[config.mk]
export PLATFORM = sky130hd
export DESIGN_NAME = display_fill_window_command_gen
export DESIGN_NICKNAME = d
export VERILOG_FILES = /design/src/rtl/dfwcg_pkg.sv /design/src/rtl/dfwcg_clip.sv /design/src/rtl/display_fill_window_command_gen.sv
export SDC_FILE = /design/constraint.sdc
export NUM_CORES = 1
export LEC_CHECK = 0
export BUFFER_PORTS_ARGS = -buffer_cell sky130_fd_sc_hd__clkbuf_2
export CORE_MARGIN = 4
export CORE_UTILIZATION = 50
export DETAILED_ROUTE_END_ITERATION = 12
export PLACE_DENSITY = 0.68
export REMOVE_ABC_BUFFERS = 1
export SLEW_MARGIN = 20
export SYNTH_ARGS = -nofsm -noshare
export SYNTH_HDL_FRONTEND = slang
export SYNTH_SLANG_ARGS = --single-unit
[constraint.sdc]
create_clock -name clk -period 8 [get_ports clk]
set_input_delay 0.4 -clock clk [delete_from_list [all_inputs] [get_ports clk]]
set_output_delay 0.4 -clock clk [all_outputs]
set_load 0.05 [all_outputs]
[src/rtl/dfwcg_pkg.sv]
// Shared types and constants for the display fill-window command generator.
// Holds command codes, register indexes and the per-axis clip result type.
// No dependencies.
package dfwcg_pkg;

    // Display controller command codes.
    localparam logic [7:0] CMD_COLUMN = 8'h2A;
    localparam logic [7:0] CMD_ROW    = 8'h2B;
    localparam logic [7:0] CMD_WRITE  = 8'h2C;

    // Window cache value after reset or a write to any configuration register.
    localparam logic [15:0] CACHE_EMPTY = 16'hFFFF;

    // Configuration register indexes.
    localparam int unsigned CFG_IDX_W = 4;
    localparam int unsigned CFG_DATA_W = 10;

    localparam logic [CFG_IDX_W-1:0] REG_ROTATION      = 4'd0;
    localparam logic [CFG_IDX_W-1:0] REG_PANEL_WIDTH   = 4'd1;
    localparam logic [CFG_IDX_W-1:0] REG_PANEL_HEIGHT  = 4'd2;
    localparam logic [CFG_IDX_W-1:0] REG_COL_OFF_FIRST = 4'd3;
    localparam logic [CFG_IDX_W-1:0] REG_COL_OFF_LAST  = 4'd4;
    localparam logic [CFG_IDX_W-1:0] REG_ROW_OFF_FIRST = 4'd5;
    localparam logic [CFG_IDX_W-1:0] REG_ROW_OFF_LAST  = 4'd6;
    localparam logic [CFG_IDX_W-1:0] REG_PAIR_MODE     = 4'd7;

    // Result of clipping one axis against the rotated panel edge.
    typedef struct packed {
        logic [9:0] start;
        logic [9:0] len;
        logic       empty;
    } axis_clip_t;

endpackage

[src/rtl/dfwcg_clip.sv]
// Clips one axis (position and size) of a fill rectangle to the panel extent.
// Purely combinational; depends on dfwcg_pkg for the result type.
module dfwcg_clip (
    input  logic signed [15:0]  pos,
    input  logic signed [15:0]  size,
    input  logic [9:0]          limit,
    output dfwcg_pkg::axis_clip_t clip
);
    import dfwcg_pkg::*;

    logic signed [17:0] pos_e;
    logic signed [17:0] size_e;
    logic signed [17:0] lim_e;
    logic signed [17:0] start_e;
    logic signed [17:0] len_a;
    logic signed [17:0] sum_e;
    logic signed [17:0] len_e;

    // A negative position shortens the size and moves the start to zero,
    // then the size is cut back at the panel edge.
    always_comb
    begin
        pos_e   = {{2{pos[15]}}, pos};
        size_e  = {{2{size[15]}}, size};
        lim_e   = {8'd0, limit};
        start_e = pos_e[17] ? 18'sd0 : pos_e;
        len_a   = pos_e[17] ? (size_e + pos_e) : size_e;
        sum_e   = start_e + len_a;
        len_e   = (sum_e > lim_e) ? (lim_e - start_e) : len_a;

        clip.start = start_e[9:0];
        clip.len   = len_e[9:0];
        clip.empty = len_e[17] || (len_e == 18'sd0);
    end

endmodule

[src/rtl/display_fill_window_command_gen.sv]
// Top level of the display fill-window command generator.
// Depends on dfwcg_pkg and instantiates dfwcg_clip for each axis.
//
// Each accepted fill request is clipped to the panel under the current
// rotation and turned into at most three transfers on the result channel:
// a column-address command, a row-address command and a memory-write command
// that carries the pixel count and color and has last set. A request that
// clips to an empty area gives no transfer. Address commands that repeat the
// cached window are dropped; with the pair mode register set, both go out
// whenever either changed. Any valid register write clears the window cache.
// The block runs an input register, a clip register, a command register and
// an output register, in that order. A request sends its commands through
// the output port one result per cycle while out_ready keeps the port free,
// and the number of commands per request sets the sustained rate. A new
// request is taken in every cycle that the pipeline is not backed up by the
// output port. Register writes are taken at any time (cfg_ready is always high)
// and must only be issued while the block is idle.
module display_fill_window_command_gen (
    input  logic                               clk,
    input  logic                               rst_n,
    // Configuration write channel.
    input  logic                               cfg_valid,
    output logic                               cfg_ready,
    input  logic [dfwcg_pkg::CFG_IDX_W-1:0]    cfg_index,
    input  logic [dfwcg_pkg::CFG_DATA_W-1:0]   cfg_data,
    // Fill request channel.
    input  logic                               in_valid,
    output logic                               in_ready,
    input  logic signed [15:0]                 rect_x,
    input  logic signed [15:0]                 rect_y,
    input  logic signed [15:0]                 rect_w,
    input  logic signed [15:0]                 rect_h,
    input  logic [15:0]                        fill_color,
    // Command result channel.
    output logic                               out_valid,
    input  logic                               out_ready,
    output logic [7:0]                         command_code,
    output logic [15:0]                        arg_start,
    output logic [15:0]                        arg_end,
    output logic [15:0]                        color_out,
    output logic [20:0]                        pixel_count,
    output logic                               last
);
    import dfwcg_pkg::*;

    // Configuration registers.
    logic [1:0] rotation_reg;
    logic [9:0] panel_width_reg;
    logic [9:0] panel_height_reg;
    logic [8:0] col_off_first_reg;
    logic [8:0] col_off_last_reg;
    logic [8:0] row_off_first_reg;
    logic [8:0] row_off_last_reg;
    logic       pair_mode_reg;
    logic       cfg_fire;
    logic       cfg_hit;

    // Window cache.
    logic [15:0] cache_x_reg;
    logic [15:0] cache_w_reg;
    logic [15:0] cache_y_reg;
    logic [15:0] cache_h_reg;

    // Input register.
    logic               in_valid_reg;
    logic signed [15:0] in_x_reg;
    logic signed [15:0] in_y_reg;
    logic signed [15:0] in_w_reg;
    logic signed [15:0] in_h_reg;
    logic [15:0]        in_color_reg;

    // Clip register.
    logic        cl_valid_reg;
    logic [9:0]  cl_x_reg;
    logic [9:0]  cl_w_reg;
    logic [9:0]  cl_y_reg;
    logic [9:0]  cl_h_reg;
    logic [15:0] cl_color_reg;

    // Command register.
    logic        job_valid_reg;
    logic        job_col_reg;
    logic        job_row_reg;
    logic [15:0] job_col_start_reg;
    logic [15:0] job_col_end_reg;
    logic [15:0] job_row_start_reg;
    logic [15:0] job_row_end_reg;
    logic [20:0] job_count_reg;
    logic [15:0] job_color_reg;

    // Output register.
    logic        out_valid_reg;
    logic [7:0]  out_code_reg;
    logic [15:0] out_start_reg;
    logic [15:0] out_end_reg;
    logic [15:0] out_color_reg;
    logic [20:0] out_count_reg;
    logic        out_last_reg;

    // Pipeline control.
    logic out_free;
    logic emit;
    logic emit_last;
    logic job_free;
    logic job_load;
    logic cl_free;
    logic cl_load;
    logic in_free;
    logic in_fire;

    // Clip stage signals.
    logic       land;
    logic [9:0] view_w;
    logic [9:0] view_h;
    axis_clip_t clip_x;
    axis_clip_t clip_y;

    // Decision stage signals.
    logic [8:0]  x_off;
    logic [8:0]  y_off;
    logic        x_changed;
    logic        y_changed;
    logic        both;
    logic        need_col;
    logic        need_row;
    logic [19:0] area;
    logic [15:0] col_start_next;
    logic [15:0] col_end_next;
    logic [15:0] row_start_next;
    logic [15:0] row_end_next;

    // Emitter selection.
    logic [7:0]  emit_code;
    logic [15:0] emit_start;
    logic [15:0] emit_end;
    logic [15:0] emit_color;
    logic [20:0] emit_count;

    // Handshake chain from the output port back to the input port.
    assign out_free  = !out_valid_reg || out_ready;
    assign emit      = job_valid_reg && out_free;
    assign emit_last = emit && !job_col_reg && !job_row_reg;
    assign job_free  = !job_valid_reg || emit_last;
    assign job_load  = cl_valid_reg && job_free;
    assign cl_free   = !cl_valid_reg || job_free;
    assign cl_load   = in_valid_reg && cl_free;
    assign in_free   = !in_valid_reg || cl_free;
    assign in_fire   = in_valid && in_free;

    assign in_ready  = in_free;
    assign cfg_ready = 1'b1;
    assign cfg_fire  = cfg_valid;

    // Configuration register decode.
    always_comb
    begin
        unique case (cfg_index) inside
            REG_ROTATION,
            REG_PANEL_WIDTH,
            REG_PANEL_HEIGHT,
            REG_COL_OFF_FIRST,
            REG_COL_OFF_LAST,
            REG_ROW_OFF_FIRST,
            REG_ROW_OFF_LAST,
            REG_PAIR_MODE: cfg_hit = cfg_fire;
            default:       cfg_hit = 1'b0;
        endcase
    end

    always_ff @(posedge clk or negedge rst_n)
    begin
        if (!rst_n)
        begin
            rotation_reg      <= 2'd0;
            panel_width_reg   <= 10'd240;
            panel_height_reg  <= 10'd320;
            col_off_first_reg <= 9'd0;
            col_off_last_reg  <= 9'd0;
            row_off_first_reg <= 9'd0;
            row_off_last_reg  <= 9'd0;
            pair_mode_reg     <= 1'b0;
        end
        else if (cfg_fire)
        begin
            unique case (cfg_index)
                REG_ROTATION:      rotation_reg      <= cfg_data[1:0];
                REG_PANEL_WIDTH:   panel_width_reg   <= cfg_data[9:0];
                REG_PANEL_HEIGHT:  panel_height_reg  <= cfg_data[9:0];
                REG_COL_OFF_FIRST: col_off_first_reg <= cfg_data[8:0];
                REG_COL_OFF_LAST:  col_off_last_reg  <= cfg_data[8:0];
                REG_ROW_OFF_FIRST: row_off_first_reg <= cfg_data[8:0];
                REG_ROW_OFF_LAST:  row_off_last_reg  <= cfg_data[8:0];
                REG_PAIR_MODE:     pair_mode_reg     <= cfg_data[0];
                default:           ;
            endcase
        end
    end

    // Input register.
    always_ff @(posedge clk or negedge rst_n)
    begin
        if (!rst_n)
        begin
            in_valid_reg <= 1'b0;
        end
        else if (in_free)
        begin
            in_valid_reg <= in_valid;
        end
    end

    always_ff @(posedge clk)
    begin
        if (in_fire)
        begin
            in_x_reg     <= rect_x;
            in_y_reg     <= rect_y;
            in_w_reg     <= rect_w;
            in_h_reg     <= rect_h;
            in_color_reg <= fill_color;
        end
    end

    // Panel extent as seen under the current rotation.
    assign land   = rotation_reg[0];
    assign view_w = land ? panel_height_reg : panel_width_reg;
    assign view_h = land ? panel_width_reg : panel_height_reg;

    dfwcg_clip u_clip_x (
        .pos   (in_x_reg),
        .size  (in_w_reg),
        .limit (view_w),
        .clip  (clip_x)
    );

    dfwcg_clip u_clip_y (
        .pos   (in_y_reg),
        .size  (in_h_reg),
        .limit (view_h),
        .clip  (clip_y)
    );

    // Clip register; an empty area is dropped here.
    always_ff @(posedge clk or negedge rst_n)
    begin
        if (!rst_n)
        begin
            cl_valid_reg <= 1'b0;
        end
        else if (cl_free)
        begin
            cl_valid_reg <= in_valid_reg && !clip_x.empty && !clip_y.empty;
        end
    end

    always_ff @(posedge clk)
    begin
        if (cl_load)
        begin
            cl_x_reg     <= clip_x.start;
            cl_w_reg     <= clip_x.len;
            cl_y_reg     <= clip_y.start;
            cl_h_reg     <= clip_y.len;
            cl_color_reg <= in_color_reg;
        end
    end

    // RAM offsets per rotation.
    always_comb
    begin
        unique case (rotation_reg)
            2'd1:
            begin
                x_off = row_off_first_reg;
                y_off = col_off_last_reg;
            end
            2'd2:
            begin
                x_off = col_off_last_reg;
                y_off = row_off_last_reg;
            end
            2'd3:
            begin
                x_off = row_off_last_reg;
                y_off = col_off_first_reg;
            end
            default:
            begin
                x_off = col_off_first_reg;
                y_off = row_off_first_reg;
            end
        endcase
    end

    // Cache compare, address sums and pixel count.
    always_comb
    begin
        x_changed = ({6'd0, cl_x_reg} != cache_x_reg) || ({6'd0, cl_w_reg} != cache_w_reg);
        y_changed = ({6'd0, cl_y_reg} != cache_y_reg) || ({6'd0, cl_h_reg} != cache_h_reg);
        both      = pair_mode_reg && (x_changed || y_changed);
        need_col  = x_changed || both;
        need_row  = y_changed || both;

        col_start_next = {6'd0, cl_x_reg} + {7'd0, x_off};
        col_end_next   = {6'd0, cl_x_reg} + {6'd0, cl_w_reg} - 16'd1 + {7'd0, x_off};
        row_start_next = {6'd0, cl_y_reg} + {7'd0, y_off};
        row_end_next   = {6'd0, cl_y_reg} + {6'd0, cl_h_reg} - 16'd1 + {7'd0, y_off};
        area           = {10'd0, cl_w_reg} * {10'd0, cl_h_reg};
    end

    // Window cache: cleared by a register write, updated as commands are queued.
    always_ff @(posedge clk or negedge rst_n)
    begin
        if (!rst_n)
        begin
            cache_x_reg <= CACHE_EMPTY;
            cache_w_reg <= CACHE_EMPTY;
            cache_y_reg <= CACHE_EMPTY;
            cache_h_reg <= CACHE_EMPTY;
        end
        else if (cfg_hit)
        begin
            cache_x_reg <= CACHE_EMPTY;
            cache_w_reg <= CACHE_EMPTY;
            cache_y_reg <= CACHE_EMPTY;
            cache_h_reg <= CACHE_EMPTY;
        end
        else if (job_load)
        begin
            if (need_col)
            begin
                cache_x_reg <= {6'd0, cl_x_reg};
                cache_w_reg <= {6'd0, cl_w_reg};
            end
            if (need_row)
            begin
                cache_y_reg <= {6'd0, cl_y_reg};
                cache_h_reg <= {6'd0, cl_h_reg};
            end
        end
    end

    // Command register with pending flags for the address commands.
    always_ff @(posedge clk or negedge rst_n)
    begin
        if (!rst_n)
        begin
            job_valid_reg <= 1'b0;
            job_col_reg   <= 1'b0;
            job_row_reg   <= 1'b0;
        end
        else if (job_free)
        begin
            job_valid_reg <= cl_valid_reg;
            job_col_reg   <= cl_valid_reg && need_col;
            job_row_reg   <= cl_valid_reg && need_row;
        end
        else if (emit)
        begin
            if (job_col_reg)
            begin
                job_col_reg <= 1'b0;
            end
            else
            begin
                job_row_reg <= 1'b0;
            end
        end
    end

    always_ff @(posedge clk)
    begin
        if (job_load)
        begin
            job_col_start_reg <= col_start_next;
            job_col_end_reg   <= col_end_next;
            job_row_start_reg <= row_start_next;
            job_row_end_reg   <= row_end_next;
            job_count_reg     <= {1'b0, area};
            job_color_reg     <= cl_color_reg;
        end
    end

    // Pick the next command to send: column, then row, then memory write.
    always_comb
    begin
        if (job_col_reg)
        begin
            emit_code  = CMD_COLUMN;
            emit_start = job_col_start_reg;
            emit_end   = job_col_end_reg;
            emit_color = 16'd0;
            emit_count = 21'd0;
        end
        else if (job_row_reg)
        begin
            emit_code  = CMD_ROW;
            emit_start = job_row_start_reg;
            emit_end   = job_row_end_reg;
            emit_color = 16'd0;
            emit_count = 21'd0;
        end
        else
        begin
            emit_code  = CMD_WRITE;
            emit_start = 16'd0;
            emit_end   = 16'd0;
            emit_color = job_color_reg;
            emit_count = job_count_reg;
        end
    end

    // Output register.
    always_ff @(posedge clk or negedge rst_n)
    begin
        if (!rst_n)
        begin
            out_valid_reg <= 1'b0;
        end
        else if (out_free)
        begin
            out_valid_reg <= emit;
        end
    end

    always_ff @(posedge clk)
    begin
        if (emit)
        begin
            out_code_reg  <= emit_code;
            out_start_reg <= emit_start;
            out_end_reg   <= emit_end;
            out_color_reg <= emit_color;
            out_count_reg <= emit_count;
            out_last_reg  <= emit_last;
        end
    end

    assign out_valid    = out_valid_reg;
    assign command_code = out_code_reg;
    assign arg_start    = out_start_reg;
    assign arg_end      = out_end_reg;
    assign color_out    = out_color_reg;
    assign pixel_count  = out_count_reg;
    assign last         = out_last_reg;

endmodule
==> summary.md <==
| Metric | Value |
|---|---|
| Status | finished clean |
| Worst path required time | 8.32 ns |
| Antenna Nets Post-Route | 0 |
| Nets | 2956 |
| CTS root buffer | clkbuf_16 |
| Critical path's largest stage delay | 0.62 ns |
| Final Cycle Share | 0.793 |
| Final setup skew | 0.0113 ns |
| Setup TNS | 0 ns |
| Multi-input logic area | 13200 um^2 |
| Clock Sinks | 391 |
| Crit. End Element | register |
| Top FF cell, synth | edfxtp_1 |
| GP Congestion | 0.919 |
| YS warnings | 0 |
| Worst min-delay path class | in2reg |
| Hold depth | 1 |
| Critical Path, Cell by Cell | ha_1, fa_1, a211oi_1, nor2_1, o31ai_1, ha_1, nor3_1, nor2_1, a31oi_1, o21bai_1, a21oi_1, xnor2_1, ha_1, nand2_1, nor3_1, nor3_1, a211oi_1, o311ai_1, a2111oi_2, a21oi_1, o21ba_4, mux2_2 |
| CP Class | reg2reg |
| CP startpoint kind | register |
| Synthesized flop and latch total | 391 |
| Per-cell routed wire length | 18.7 um |
| Synthesis-to-layout area growth | 14.7% |
| RSZ-0062 raised after global routing | false |
| Global-route wire length before repair | 98300 um |
| Setup WS pre-CTS | 1.80 ns |
| Yosys cell types | 82 |
| H-tree Lvls | 2 |
| PnR worst setup slack | 1.66 ns |
| Diode count | 0 |
| HPWL after detailed placement | 46700 um |
| Port bufs | 167 |
| EDFF count, synth | 284 |
| P_leak | 12.7 nW |
| Initial core utilization | 0.510 |
| Die ar. | 55100 um^2 |
| Post-Route Utilization | 0.585 |
| Clock buffer count from CTS | 43 |
| Post-synth ARST share | 0.274 |
| Synthesized instance count | 2309 |
| Pin count of the biggest net entering global routing | 72 |
| Vias/cell | 5.44 |
| Post-synth top area share | 0.331 |
| Slew of the pin with the lowest slew margin | 1.04 ns |
| Worst EP arrival | 6.67 ns |
| Cell area power density | 451 nW/um^2 |
| Die Span Y | 235 um |
| RR Startpoint | in_x_reg[0] |
| Initial antenna violation count | 0 |
| Slowest-stage cell, CP | o31ai_1 |
| Final hold vios | 0 |
| Seq/Total Area, Yosys | 0.438 |
| Syn avg cell area | 11.1 um^2 |
| Setup Viol. Count Final | 0 |
| Starting DRC count in detailed routing | 884 |
| Number of global-route vias before repair | 18400 |
| Final worst path period need | 6.34 ns |
| Global route overflow | 0 |
| Crit-path max FO | 12 |
| FF-to-FF path depth | 22 |
| Fillers | 4240 |
| Register clock-pin slew on the reported worst setup and hold paths | 0.06 ns |
| Core ar. | 50500 um^2 |
| Worst-Skew Late Latency | 0.57 ns |
| Chip Width | 235 um |
| Routed vias | 17700 |
| Setup bufs post-CTS | 0 |
| Max cap viols | 0 |
| Top post-synthesis cells by area | edfxtp_1, ha_1, fa_1, dfrtp_1, dfstp_2 |
| Layout cell share with drive strength beyond 1 | 0.168 |
| Longest Clk Path Bufs | 3 |
| Max VDD drop | 0.000800 V |
| Mapped cell area | 25700 um^2 |
| Gr usage total | 0.219 |
| Final max-slew violation count | 0 |
| Row cnt | 82 |
| Hold Startpoint | rect_h[11] |
| I/O pin count | 180 |
| Slew headroom | 0.306 |
| Achievable frequency | 0.158 GHz |
| Final wirelength | 60700 um |
| Synth area leader | edfxtp_1 |
| DRT Pass-1 Iters | 5 |
| Register area | 11300 um^2 |
| Critical Path Start | in_x_reg[0] |
| CTS tree | done |
| DRC errors left | 0 |
-- cell type report --
cell class / instances / share of cell area
inverter: 272 / 0.0346
clock buffer: 55 / 0.0405
sequential: 391 / 0.382
multi-input combinational: 1586 / 0.447
tap: 672 / 0.0285
timing repair buffer: 259 / 0.0586
clock inverter: 21 / 0.00950
-- critical path: cells and delay by family (launching register included) --
| kind | cells | cell delay (ns) |
|---|---|---|
| compound gates | 10 | 3.08 |
| fa+ha+maj | 4 | 1.41 |
| simple gates | 6 | 0.77 |
| flops | 1 | 0.39 |
| mux | 1 | 0.36 |
| xor+xnor | 1 | 0.09 |
-- cell families after synthesis --
logic type / Yosys count / share of synthesized area
compound gates: 393 / 0.104
xor+xnor: 147 / 0.0500
fa+ha+maj: 304 / 0.169
buf+inv: 342 / 0.0529
flops: 391 / 0.438
mux: 177 / 0.0819
other cells: 2 / 0.000292
simple gates: 553 / 0.104
-- power breakdown --
group          internal, mW  switching [mW]  leakage [nW]  total, mW
sequential             2.81           0.209          3.98       3.02
combinational          3.75            4.47          8.06       8.22
clock                  1.25           0.815         0.699       2.07
-- through the flow --
stage,std cells,cell area [um^2],power (mW),hold WS [ns]
floorplan,2249,25400,9.42,0.104
global placement,3100,27200,11.1,0.388
detailed placement,3100,27200,11.3,0.405
CTS,3253,29500,13.4,0.000407
global route,3256,29500,14.7,0.0145
finish,3256,29500,13.3,0.0302
-- cells in the mapped netlist (all sizes together), types with 10 or more instances --
| cell | count |
|---|---|
| xnor2 | 93 |
| or3 | 10 |
| dfrtp | 59 |
| nor2 | 151 |
| fa | 74 |
| a31oi | 11 |
| nor4 | 18 |
| o21bai | 25 |
| nand2b | 26 |
| edfxtp | 284 |
| a21oi | 97 |
| a22o | 24 |
| xor2 | 54 |
| clkbuf | 47 |
| dfstp | 48 |
| ha | 230 |
| a21o | 31 |
| mux2i | 62 |
| o21a | 25 |
| nand3 | 20 |
| and2 | 48 |
| nand4 | 12 |
| nand2 | 158 |
| inv | 265 |
| nor2b | 40 |
| a211oi | 19 |
| and3 | 14 |
| o21ai | 71 |
| mux2 | 99 |
| buf | 23 |
| nor3 | 31 |
| mux4 | 16 |
-- final timing paths --
| check | end | slack, ns |
|---|---|---|
| worst max-delay path | cl_w_reg[4] | 1.66 |
| worst min-delay path | in_h_reg[11] | 0.03 |
| worst max register to register | cl_w_reg[4] | 1.66 |
| worst min register to register | cl_color_reg[14] | 0.42 |
| max in group asynchronous | job_valid_reg | 6.41 |
| min in group asynchronous | panel_height_reg[4] | 0.34 |
-- metal layers --
metal  part of all wire  wire length (um)  up-vias  global-route usage
li1                   -                 -     8630                   -
met1               0.44             26600     8624               0.289
met2               0.49             29900      364               0.380
met3              0.037              2270       94              0.0294
met4              0.031              1900        0              0.0668
met5                  0                 0        -                   0
-- cell usage in the layout (no fill, tap or decap), drive strengths merged, types with 24 or more instances in the layout --
| cell | n |
|---|---|
| nor2 | 151 |
| a21oi | 97 |
| xnor2 | 93 |
| nor2b | 40 |
| nand2b | 26 |
| o21bai | 25 |
| nand2 | 158 |
| mux2 | 99 |
| xor2 | 54 |
| o21a | 25 |
| o21ai | 71 |
| dfstp | 48 |
| and2 | 48 |
| nor3 | 31 |
| inv | 267 |
| ha | 230 |
| dlygate4sd3 | 80 |
| clkbuf | 221 |
| dfrtp | 59 |
| a22o | 24 |
| edfxtp | 284 |
| mux2i | 62 |
| a21o | 31 |
| fa | 74 |
-- what timing repair did --
action / 4_1_cts / 5_1_grt
resized for setup: 0 / 0
endpoints found under the hold margin: 109 / 3
hold buffers: 77 / 3
endpoints found under the setup margin: 0 / 0
Power figures use the tool's default switching activity.
